<file path="src/hw/rtl/bmp_rle_pixel_decoder_macros.svh">
// ----------------------------------------------------------------------------
// BMP RLE pixel decoder assertion macros
// Shared concurrent assertion forms, clocked on clock, off during reset.
// ----------------------------------------------------------------------------
`ifndef BMP_RLE_PIXEL_DECODER_MACROS_SVH
`define BMP_RLE_PIXEL_DECODER_MACROS_SVH

// Same-cycle implication.
`define BMPRLE_ASSERT_IMPL(name, ante, cons, msg) \
   name: assert property (@(posedge clock) disable iff (reset) (ante) |-> (cons)) \
      else $error(msg);

// Implication checked in the cycle after the antecedent.
`define BMPRLE_ASSERT_NEXT(name, ante, cons, msg) \
   name: assert property (@(posedge clock) disable iff (reset) (ante) |=> (cons)) \
      else $error(msg);

`endif

</file>
<file path="src/hw/rtl/bmprle_pkg.sv">
`timescale 1ns / 1ps
// ----------------------------------------------------------------------------
// BMP RLE decoder package
// Shared types, codes and helpers for the front parser, queue and back end.
// ----------------------------------------------------------------------------
package bmprle_pkg;

   localparam int MAX_DIMENSION_DEF = 4096;
   localparam int DIM_LIMIT_W       = 17;
   localparam logic [12:0] CUR_MAX  = 13'h1FFF;
   localparam int QUEUE_DEPTH       = 2;

   typedef enum logic [1:0] {
      CSR_PIXEL_FORMAT = 2'd0,
      CSR_IMAGE_WIDTH  = 2'd1,
      CSR_IMAGE_HEIGHT = 2'd2
   } csr_index_type;

   typedef enum logic [2:0] {
      CMD_NONE,
      CMD_RUN,
      CMD_EOL,
      CMD_EOB,
      CMD_DELTA
   } cmd_op_type;

   // Command from the parser to the cursor/emit stage.
   // For CMD_DELTA, count carries dx and delta_row carries dy.
   typedef struct packed {
      cmd_op_type  op;
      logic        clear;
      logic [7:0]  count;
      logic [7:0]  value;
      logic [3:0]  value_lo;
      logic        alt;
      logic [7:0]  delta_row;
   } cmd_type;

   typedef struct packed {
      logic [11:0] row;
      logic [11:0] column;
      logic [7:0]  run_length;
      logic [7:0]  first_pixel;
      logic [3:0]  second_pixel;
      logic        alternate;
      logic        end_of_bitmap;
   } result_type;

   function automatic logic [12:0] clamp_dim(input logic [12:0] v,
                                             input logic [DIM_LIMIT_W-1:0] limit);
      logic [DIM_LIMIT_W-1:0] v_ext;
      v_ext = DIM_LIMIT_W'(v);
      return (v_ext > limit) ? limit[12:0] : v;
   endfunction

   function automatic logic [12:0] sat_add(input logic [12:0] a, input logic [12:0] b);
      logic [13:0] s;
      s = {1'b0, a} + {1'b0, b};
      return s[13] ? CUR_MAX : s[12:0];
   endfunction

endpackage

</file>
<file path="src/hw/rtl/bmp_rle_pixel_decoder.sv">
`timescale 1ns / 1ps
// ----------------------------------------------------------------------------
// BMP RLE8/RLE4 pixel decoder
// Takes one compressed byte per transfer and gives clipped pixel-run
// descriptors; end-of-bitmap comes out as a run of length 0 with tlast set.
// Sustains one byte per clock while the queue has room: the parser classifies a
// byte in the cycle it is taken, a two-entry command queue carries it to the
// cursor stage, and that stage registers any result when it takes the command.
// A stalled output backs up only through the queue, so two command-carrying
// bytes are absorbed before req_tready falls. Width and height are clamped to
// MAX_DIMENSION. Pixel format applies on the next byte, width and height on the
// next command taken; configuration should be written while the stream is quiet.
// ----------------------------------------------------------------------------
`include "bmp_rle_pixel_decoder_macros.svh"

module bmp_rle_pixel_decoder
   import bmprle_pkg::*;
#(
   parameter int MAX_DIMENSION = MAX_DIMENSION_DEF
) (
   input  logic        clock,
   input  logic        reset,
   // compressed stream
   input  logic        req_tvalid,
   output logic        req_tready,
   input  logic [7:0]  req_tdata,   // [7:0] stream_byte
   input  logic        req_tuser,   // [0] start_of_image
   // pixel runs
   output logic        rsp_tvalid,
   input  logic        rsp_tready,
   output logic [47:0] rsp_tdata,   // [11:0] row, [23:12] column, [31:24] run_length,
                                    // [39:32] first_pixel, [43:40] second_pixel,
                                    // [44] alternate, [47:45] zero
   output logic        rsp_tlast,   // end_of_bitmap
   // register writes
   input  logic        csr_valid,
   output logic        csr_ready,
   input  logic [1:0]  csr_index,
   input  logic [12:0] csr_data
);

   logic        pixel_format_ff;
   logic [12:0] image_width_ff, image_height_ff;
   logic [12:0] width_eff, height_eff;

   logic        fq_valid, fq_ready, qb_valid, qb_ready;
   cmd_type     fq_cmd, qb_cmd;
   result_type  result;

   assign csr_ready = 1'b1;

   always_ff @(posedge clock) begin
      if (reset) begin
         pixel_format_ff <= 1'b0;
         image_width_ff  <= 13'd1;
         image_height_ff <= 13'd1;
      end else if (csr_valid && csr_ready) begin
         case (csr_index)
            CSR_PIXEL_FORMAT: pixel_format_ff <= csr_data[0];
            CSR_IMAGE_WIDTH:  image_width_ff  <= csr_data;
            CSR_IMAGE_HEIGHT: image_height_ff <= csr_data;
            default: begin
            end
         endcase
      end
   end

   bmprle_front u_front (
      .clock          (clock),
      .reset          (reset),
      .req_valid      (req_tvalid),
      .req_ready      (req_tready),
      .stream_byte    (req_tdata),
      .start_of_image (req_tuser),
      .rle4           (pixel_format_ff),
      .cmd_valid      (fq_valid),
      .cmd_ready      (fq_ready),
      .cmd            (fq_cmd)
   );

   bmprle_cmd_queue u_queue (
      .clock      (clock),
      .reset      (reset),
      .push_valid (fq_valid),
      .push_ready (fq_ready),
      .push_cmd   (fq_cmd),
      .pop_valid  (qb_valid),
      .pop_ready  (qb_ready),
      .pop_cmd    (qb_cmd)
   );

   bmprle_back #(
      .MAX_DIMENSION (MAX_DIMENSION)
   ) u_back (
      .clock        (clock),
      .reset        (reset),
      .cmd_valid    (qb_valid),
      .cmd_ready    (qb_ready),
      .cmd          (qb_cmd),
      .image_width  (image_width_ff),
      .image_height (image_height_ff),
      .rsp_valid    (rsp_tvalid),
      .rsp_ready    (rsp_tready),
      .rsp_result   (result)
   );

   assign rsp_tdata = {3'b000, result.alternate, result.second_pixel, result.first_pixel,
                       result.run_length, result.column, result.row};
   assign rsp_tlast = result.end_of_bitmap;

   assign width_eff  = clamp_dim(image_width_ff, DIM_LIMIT_W'(MAX_DIMENSION));
   assign height_eff = clamp_dim(image_height_ff, DIM_LIMIT_W'(MAX_DIMENSION));

   `BMPRLE_ASSERT_IMPL(a_run_nonzero, rsp_tvalid && !rsp_tlast, rsp_tdata[31:24] != 8'd0, "run of zero pixels emitted")
   `BMPRLE_ASSERT_IMPL(a_eob_empty, rsp_tvalid && rsp_tlast, (rsp_tdata[31:24] == 8'd0) && (rsp_tdata[44] == 1'b0), "end marker carries pixel data")
   `BMPRLE_ASSERT_IMPL(a_run_in_width, rsp_tvalid && !rsp_tlast, ({1'b0, rsp_tdata[23:12]} + {5'd0, rsp_tdata[31:24]}) <= width_eff, "run crosses image width")
   `BMPRLE_ASSERT_IMPL(a_row_in_height, rsp_tvalid && !rsp_tlast, {1'b0, rsp_tdata[11:0]} < height_eff, "run written past image height")

endmodule

</file>
<file path="src/hw/rtl/bmprle_front.sv">
`timescale 1ns / 1ps
// ----------------------------------------------------------------------------
// BMP RLE front parser
// Walks the compressed byte stream and turns it into run/escape commands.
// ----------------------------------------------------------------------------
module bmprle_front
   import bmprle_pkg::*;
(
   input  logic    clock,
   input  logic    reset,
   input  logic    req_valid,
   output logic    req_ready,
   input  logic [7:0] stream_byte,
   input  logic    start_of_image,
   input  logic    rle4,
   output logic    cmd_valid,
   input  logic    cmd_ready,
   output cmd_type cmd
);

   typedef enum logic [2:0] {
      PH_COUNT,
      PH_VALUE,
      PH_ESCAPE,
      PH_DX,
      PH_DY,
      PH_ABS,
      PH_PAD
   } phase_type;

   phase_type  phase_ff, phase_in, cur_phase;
   logic       finished_ff, finished_in;
   logic [7:0] pending_ff, pending_in;
   logic [7:0] remain_ff, remain_in;
   logic       pad_ff, pad_in;
   logic [7:0] delta_ff, delta_in;
   logic [7:0] abs_n;
   logic       accept;

   assign req_ready = cmd_ready;
   assign accept    = req_valid && cmd_ready;

   always_comb begin
      phase_in    = phase_ff;
      finished_in = start_of_image ? 1'b0 : finished_ff;
      pending_in  = pending_ff;
      remain_in   = remain_ff;
      pad_in      = pad_ff;
      delta_in    = delta_ff;
      cur_phase   = start_of_image ? PH_COUNT : phase_ff;
      abs_n       = 8'd1;

      cmd           = '0;
      cmd.op        = CMD_NONE;
      cmd.clear     = start_of_image;
      cmd.value     = rle4 ? {4'b0000, stream_byte[7:4]} : stream_byte;
      cmd.value_lo  = rle4 ? stream_byte[3:0] : 4'd0;
      cmd.alt       = rle4;

      if (!finished_in) begin
         case (cur_phase)
            PH_COUNT: begin
               if (stream_byte != 8'd0) begin
                  pending_in = stream_byte;
                  phase_in   = PH_VALUE;
               end else begin
                  phase_in = PH_ESCAPE;
               end
            end
            PH_VALUE: begin
               cmd.op    = CMD_RUN;
               cmd.count = pending_ff;
               phase_in  = PH_COUNT;
            end
            PH_ESCAPE: begin
               if (stream_byte == 8'd0) begin
                  cmd.op   = CMD_EOL;
                  phase_in = PH_COUNT;
               end else if (stream_byte == 8'd1) begin
                  cmd.op      = CMD_EOB;
                  finished_in = 1'b1;
                  phase_in    = PH_COUNT;
               end else if (stream_byte == 8'd2) begin
                  phase_in = PH_DX;
               end else begin
                  remain_in  = stream_byte;
                  pending_in = stream_byte;
                  // RLE4 pads on an odd byte count, RLE8 on an odd pixel count
                  pad_in     = rle4 ? (stream_byte[1] ^ stream_byte[0]) : stream_byte[0];
                  phase_in   = PH_ABS;
               end
            end
            PH_DX: begin
               delta_in = stream_byte;
               phase_in = PH_DY;
            end
            PH_DY: begin
               cmd.op        = CMD_DELTA;
               cmd.count     = delta_ff;
               cmd.delta_row = stream_byte;
               phase_in      = PH_COUNT;
            end
            PH_ABS: begin
               if (rle4) begin
                  abs_n     = (remain_ff < 8'd2) ? remain_ff : 8'd2;
                  remain_in = remain_ff - abs_n;
               end else begin
                  abs_n     = 8'd1;
                  remain_in = remain_ff - {7'd0, remain_ff != 8'd0};
               end
               cmd.op    = CMD_RUN;
               cmd.count = abs_n;
               if (remain_in == 8'd0) begin
                  phase_in = pad_ff ? PH_PAD : PH_COUNT;
               end
            end
            default: begin
               pad_in   = 1'b0;
               phase_in = PH_COUNT;
            end
         endcase
      end

      cmd_valid = req_valid && ((cmd.op != CMD_NONE) || start_of_image);
   end

   always_ff @(posedge clock) begin
      if (reset) begin
         phase_ff    <= PH_COUNT;
         finished_ff <= 1'b0;
         pending_ff  <= 8'd0;
         remain_ff   <= 8'd0;
         pad_ff      <= 1'b0;
         delta_ff    <= 8'd0;
      end else if (accept) begin
         phase_ff    <= phase_in;
         finished_ff <= finished_in;
         pending_ff  <= pending_in;
         remain_ff   <= remain_in;
         pad_ff      <= pad_in;
         delta_ff    <= delta_in;
      end
   end

endmodule

</file>
<file path="src/hw/rtl/bmprle_cmd_queue.sv">
`timescale 1ns / 1ps
// ----------------------------------------------------------------------------
// BMP RLE command queue
// Small FIFO between the parser and the cursor/emit stage.
// ----------------------------------------------------------------------------
module bmprle_cmd_queue
   import bmprle_pkg::*;
(
   input  logic    clock,
   input  logic    reset,
   input  logic    push_valid,
   output logic    push_ready,
   input  cmd_type push_cmd,
   output logic    pop_valid,
   input  logic    pop_ready,
   output cmd_type pop_cmd
);

   localparam int PTR_W = (QUEUE_DEPTH > 1) ? $clog2(QUEUE_DEPTH) : 1;
   localparam int CNT_W = $clog2(QUEUE_DEPTH + 1);
   localparam logic [PTR_W-1:0] PTR_LAST = PTR_W'(QUEUE_DEPTH - 1);
   localparam logic [CNT_W-1:0] CNT_FULL = CNT_W'(QUEUE_DEPTH);

   cmd_type           entry_ff [QUEUE_DEPTH];
   logic [PTR_W-1:0]  wr_ptr_ff, wr_ptr_in;
   logic [PTR_W-1:0]  rd_ptr_ff, rd_ptr_in;
   logic [CNT_W-1:0]  count_ff, count_in;
   logic              push, pop;

   assign push_ready = (count_ff != CNT_FULL);
   assign pop_valid  = (count_ff != '0);
   assign pop_cmd    = entry_ff[rd_ptr_ff];
   assign push       = push_valid && push_ready;
   assign pop        = pop_valid && pop_ready;

   always_comb begin
      wr_ptr_in = wr_ptr_ff;
      rd_ptr_in = rd_ptr_ff;
      count_in  = count_ff;
      if (push) begin
         wr_ptr_in = (wr_ptr_ff == PTR_LAST) ? '0 : wr_ptr_ff + 1'b1;
      end
      if (pop) begin
         rd_ptr_in = (rd_ptr_ff == PTR_LAST) ? '0 : rd_ptr_ff + 1'b1;
      end
      if (push && !pop) begin
         count_in = count_ff + 1'b1;
      end else if (pop && !push) begin
         count_in = count_ff - 1'b1;
      end
   end

   always_ff @(posedge clock) begin
      if (reset) begin
         wr_ptr_ff <= '0;
         rd_ptr_ff <= '0;
         count_ff  <= '0;
      end else begin
         wr_ptr_ff <= wr_ptr_in;
         rd_ptr_ff <= rd_ptr_in;
         count_ff  <= count_in;
      end
   end

   always_ff @(posedge clock) begin
      if (push) begin
         entry_ff[wr_ptr_ff] <= push_cmd;
      end
   end

endmodule

</file>
<file path="src/hw/rtl/bmprle_back.sv">
`timescale 1ns / 1ps
// ----------------------------------------------------------------------------
// BMP RLE cursor and emit stage
// Applies commands to the cursor, clips runs and registers the result.
// ----------------------------------------------------------------------------
module bmprle_back
   import bmprle_pkg::*;
#(
   parameter int MAX_DIMENSION = MAX_DIMENSION_DEF
) (
   input  logic        clock,
   input  logic        reset,
   input  logic        cmd_valid,
   output logic        cmd_ready,
   input  cmd_type     cmd,
   input  logic [12:0] image_width,
   input  logic [12:0] image_height,
   output logic        rsp_valid,
   input  logic        rsp_ready,
   output result_type  rsp_result
);

   logic        take;
   logic [12:0] row_ff, row_in, col_ff, col_in;
   logic [12:0] row_base, col_base;
   logic [12:0] width_eff, height_eff, room;
   logic [7:0]  run_len;
   logic        emit;
   logic        rsp_valid_ff, rsp_valid_in;
   result_type  result_ff, result_in, result_new;

   assign cmd_ready  = !rsp_valid_ff || rsp_ready;
   assign take       = cmd_valid && cmd_ready;
   assign rsp_valid  = rsp_valid_ff;
   assign rsp_result = result_ff;

   always_comb begin
      row_base   = cmd.clear ? 13'd0 : row_ff;
      col_base   = cmd.clear ? 13'd0 : col_ff;
      width_eff  = clamp_dim(image_width, DIM_LIMIT_W'(MAX_DIMENSION));
      height_eff = clamp_dim(image_height, DIM_LIMIT_W'(MAX_DIMENSION));
      room       = width_eff - col_base;
      run_len    = 8'd0;
      if (col_base < width_eff) begin
         run_len = ({5'd0, cmd.count} < room) ? cmd.count : room[7:0];
      end

      row_in     = row_base;
      col_in     = col_base;
      emit       = 1'b0;
      result_new = '0;
      result_new.row    = row_base[11:0];
      result_new.column = col_base[11:0];

      case (cmd.op)
         CMD_RUN: begin
            emit = (run_len != 8'd0) && (row_base < height_eff);
            result_new.run_length   = run_len;
            result_new.first_pixel  = cmd.value;
            result_new.second_pixel = cmd.value_lo;
            result_new.alternate    = cmd.alt;
            // never passes the width, so no saturation needed here
            col_in = col_base + {5'd0, run_len};
         end
         CMD_EOL: begin
            row_in = sat_add(row_base, 13'd1);
            col_in = 13'd0;
         end
         CMD_EOB: begin
            emit = 1'b1;
            result_new.end_of_bitmap = 1'b1;
         end
         CMD_DELTA: begin
            col_in = sat_add(col_base, {5'd0, cmd.count});
            row_in = sat_add(row_base, {5'd0, cmd.delta_row});
         end
         default: begin
         end
      endcase

      rsp_valid_in = rsp_valid_ff && !rsp_ready;
      result_in    = result_ff;
      if (take) begin
         rsp_valid_in = emit;
         if (emit) begin
            result_in = result_new;
         end
      end
   end

   always_ff @(posedge clock) begin
      if (reset) begin
         row_ff       <= 13'd0;
         col_ff       <= 13'd0;
         rsp_valid_ff <= 1'b0;
      end else begin
         rsp_valid_ff <= rsp_valid_in;
         if (take) begin
            row_ff <= row_in;
            col_ff <= col_in;
         end
      end
   end

   always_ff @(posedge clock) begin
      result_ff <= result_in;
   end

endmodule
</file>
<file path="config.mk">
export PLATFORM = sky130hd
export DESIGN_NAME = bmp_rle_pixel_decoder
export DESIGN_NICKNAME = d
export VERILOG_FILES = /design/src/hw/rtl/bmprle_pkg.sv /design/src/hw/rtl/bmp_rle_pixel_decoder.sv /design/src/hw/rtl/bmprle_front.sv /design/src/hw/rtl/bmprle_cmd_queue.sv /design/src/hw/rtl/bmprle_back.sv
export VERILOG_INCLUDE_DIRS = /design/src /design/src/hw/rtl
export SDC_FILE = /design/constraint.sdc
export NUM_CORES = 1
export LEC_CHECK = 0
export BUFFER_PORTS_ARGS = -buffer_cell sky130_fd_sc_hd__buf_2
export CAP_MARGIN = 20
export CORE_MARGIN = 2
export CORE_UTILIZATION = 39
export CTS_CLUSTER_DIAMETER = 120
export DETAILED_ROUTE_END_ITERATION = 8
export MAX_ROUTING_LAYER = met4
export PLACE_DENSITY_LB_ADDON = 0.05
export REMOVE_ABC_BUFFERS = 1
export SYNTH_ARGS = -nofsm -noshare
export SYNTH_HDL_FRONTEND = slang
export SYNTH_SLANG_ARGS = --single-unit
</file>
<file path="constraint.sdc">
create_clock -name clock -period 15.3 [get_ports clock]
set_input_delay 0.765 -clock clock [delete_from_list [all_inputs] [get_ports clock]]
set_output_delay 0.765 -clock clock [all_outputs]
set_load 0.02 [all_outputs]
</file>
==> key figures <==
Final layout
  • Commonest cells after routing, fill and taps aside: 129 x nand2_1, 126 x nor2_1, 112 x edfxtp_1, 87 x dfxtp_1, 81 x a21oi_1
  • Ratio of cells with drive above 1 in the final layout: 12.4%
  • Nets: 1,405
  • P&R area growth vs syn: 11.9%
  • Antenna cell count: 0
  • Fill count: 3,000
  • Most common cell after layout, fill and taps aside: nand2_1
  • Non-filler cells, final: 1,706

Setup path
  • CP Data Required Time: 15.65 ns
  • CP Capture Type: register
  • WS Path Type: register to register
  • Max incr delay on CP: 0.50 ns
  • Critical Path AT: 7.29 ns
  • Crit path max fanout: 39
  • Critical path's slowest cell: or3_1
  • Worst Setup Start Kind: register

Logic synthesis
  • Yosys top cell area share: 28.7%
  • Netlist cell types: 76
  • Synth Register Bits: 200
  • Syn avg cell area: 9.38 µm²
  • Gate Count Post-Synth: 1,249
  • Number of synthesized flops with an enable pin: 112
  • Post-synth top area cell: edfxtp_1
  • Main area contributors after synthesis: edfxtp_1 29%, dfxtp_1 15%, ha_1 7.3%
  • Synthesized area: 0.0117 mm²
  • Synth warn: 0
  • Ys async rst share: 0%
  • Sequential share of the synthesized area: 43.8%
  • Top FF cell, synth: edfxtp_1

STA
  • RSZ-0062 raised after global routing: false
  • F_max: 144 MHz
  • Worst slew pin tran: 0.899 ns
  • Final worst slack: 8.36 ns
  • Setup TNS: 0 ns
  • Final hold violation count: 0
  • Max-slew headroom: 39.6%
  • Pins over their slew limit: 0
  • Final setup violation count: 0
  • Min Tclk post-route: 6.94 ns
  • Period utilization: 45.4%
  • Worst Skew: 0.0121 ns

Route
  • WL/cell: 18.7 µm
  • Vias: 9,464
  • DR iter-0 viols: 712
  • Final ANT Viol Nets: 0
  • DRT Wirelength: 31,800 µm
  • Via-per-instance ratio: 5.55
  • DRT Pass-1 Iters: 5
  • # DRC: 0

Clock network
  • Clock buffer depth: 2
  • Sink Count: 200
  • Postcts setup bufs: 0
  • Clk pin slew, worst setup/hold paths: 0.08 ns
  • H-tree levels: 4
  • CTS buffer count: 17
  • CTS tree: done
  • CTS Hold Bufs: 0
  • PostCTS Resize Cnt: 0
  • Latest clock arrival within the worst-skew pair: 0.45 ns
  • Root Buffer: clkbuf_16

Floorplan
  • Die ar.: 0.0314 mm²
  • Core area: 0.0296 mm²
  • Die Ht: 177 µm
  • Die width: 177 µm
  • Initial core utilization: 39.5%
  • I/O pin total: 81
  • FP Rows: 63

Global routing
  • Largest net degree at the start of global routing: 54
  • First-pass GRT wire length: 49,900 µm
  • Antenna violations before repair: 0
  • Total GRT Usage: 21.2%
  • Vias in the first global route: 8,786
  • Grt total ovfl: 0

Placement
  • DPL Wire Length: 22,700 µm
  • I/O Buffers: 76
  • Cells after DPL: 1,671
  • Final GP Congestion: 0.874
  • Setup WS pre-CTS: 8.47 ns

Power
  • Pwr dens: 156 mW/mm²
  • VDD IR-drop max: 107 µV
  • Leak: 5.15 nW

Hold path
  • Hold Path Class: register to register

Run
  • MaxCap Viol Count: 0

Run status
  • Status: completed
[sequential cells by signal, indices dropped and copies added (netlist names), named ones only]
signal,flops
u_front.finished_ff,1
u_front.remain_ff,8
u_back.col_ff,13
u_queue.wr_ptr_ff,1
u_front.pad_ff,1
u_front.delta_ff,8
u_back.rsp_valid,1
u_front.phase_ff,3
u_back.row_ff,13
image_width_ff,13
u_queue.rd_ptr_ff,1
u_queue.entry_ff,66
u_front.pending_ff,8
pixel_format_ff,1
u_back.rsp_result,46
image_height_ff,13
u_queue.count_ff,2
[per-stage QoR]
stage / hold slack [ns] / utilization (%) / total power, mW / area (µm²)
floorplan: 0.426 / - / 1.31 / 11500
global placement: 0.442 / 42.1 / 1.57 / 12500
detailed placement: 0.444 / 42.1 / 1.57 / 12500
CTS: 0.454 / 44.1 / 2.06 / 13100
global route: 0.467 / 44.2 / 2.19 / 13100
finish: 0.453 / 44.2 / 2.05 / 13100
[cell usage after synthesis (all sizes together) (17+ instances only)]
library cell / count
inv: 52
clkbuf: 47
nor2b: 28
nor3: 35
nor4: 17
edfxtp: 112
a211oi: 19
buf: 17
and2: 24
nand2: 129
dfxtp: 88
xnor2: 23
ha: 68
mux2: 21
o21ai: 61
mux2i: 43
nor2: 128
a21oi: 83
nand3: 27
[power breakdown]
| group | internal (mW) | leakage (nW) | switching (mW) |
|---|---|---|---|
| registers | 0.648 | 1.77 | 0.0425 |
| clock network | 0.251 | 0.297 | 0.230 |
| logic | 0.321 | 3.09 | 0.553 |
[area by class of cell]
| type | instances | area (µm²) | area share (%) |
|---|---|---|---|
| sequential | 200 | 5130 | 39.1 |
| multi-input combinational | 940 | 6180 | 47.1 |
| timing repair buffer | 92 | 498 | 3.80 |
| clock inverter | 13 | 185 | 1.41 |
| inverter | 52 | 195 | 1.49 |
| tap | 390 | 488 | 3.72 |
| clock buffer | 19 | 433 | 3.30 |
[metal layers]
layer / track usage, % / up-vias / share of wire (%)
met5: - / - / 0
met1: 30.1 / 4583 / 51
li1: - / 4658 / -
met4: 5.50 / 0 / 1.6
met2: 31.7 / 188 / 44
met3: 2.94 / 35 / 3.7
[worst max-delay path, delay by kind of cell (launching register included)]
kind | cells | cell delay (ns)
AOI/OAI and AO/OA | 13 | 2.31
adders and majority gates | 5 | 1.46
buffers and inverters | 4 | 0.55
DFF | 1 | 0.43
muxes | 2 | 0.36
and+or+nand+nor | 7 | 1.70
[path summary, 6_finish.rpt]
kind,to,slack [ns],from,cells past startpoint
max,u_back.col_ff[12],8.36,u_queue.entry_ff[0][29],31
min,image_width_ff[6],0.45,image_width_ff[6],2
max reg2reg,u_back.col_ff[12],8.36,u_queue.entry_ff[0][29],31
min reg2reg,image_width_ff[6],0.45,image_width_ff[6],2
[cell families after synthesis]
| logic type | synth area share [%] |
|---|---|
| buffers and inverters | 3.97 |
| adders and majority gates | 8.12 |
| muxes | 5.70 |
| other | 0.0641 |
| AOI/OAI and AO/OA | 16.7 |
| DFF | 43.8 |
| and+or+nand+nor | 19.1 |
| xor gates and xnor gates | 2.62 |
No activity file was read; power rests on OpenSTA's default activity.
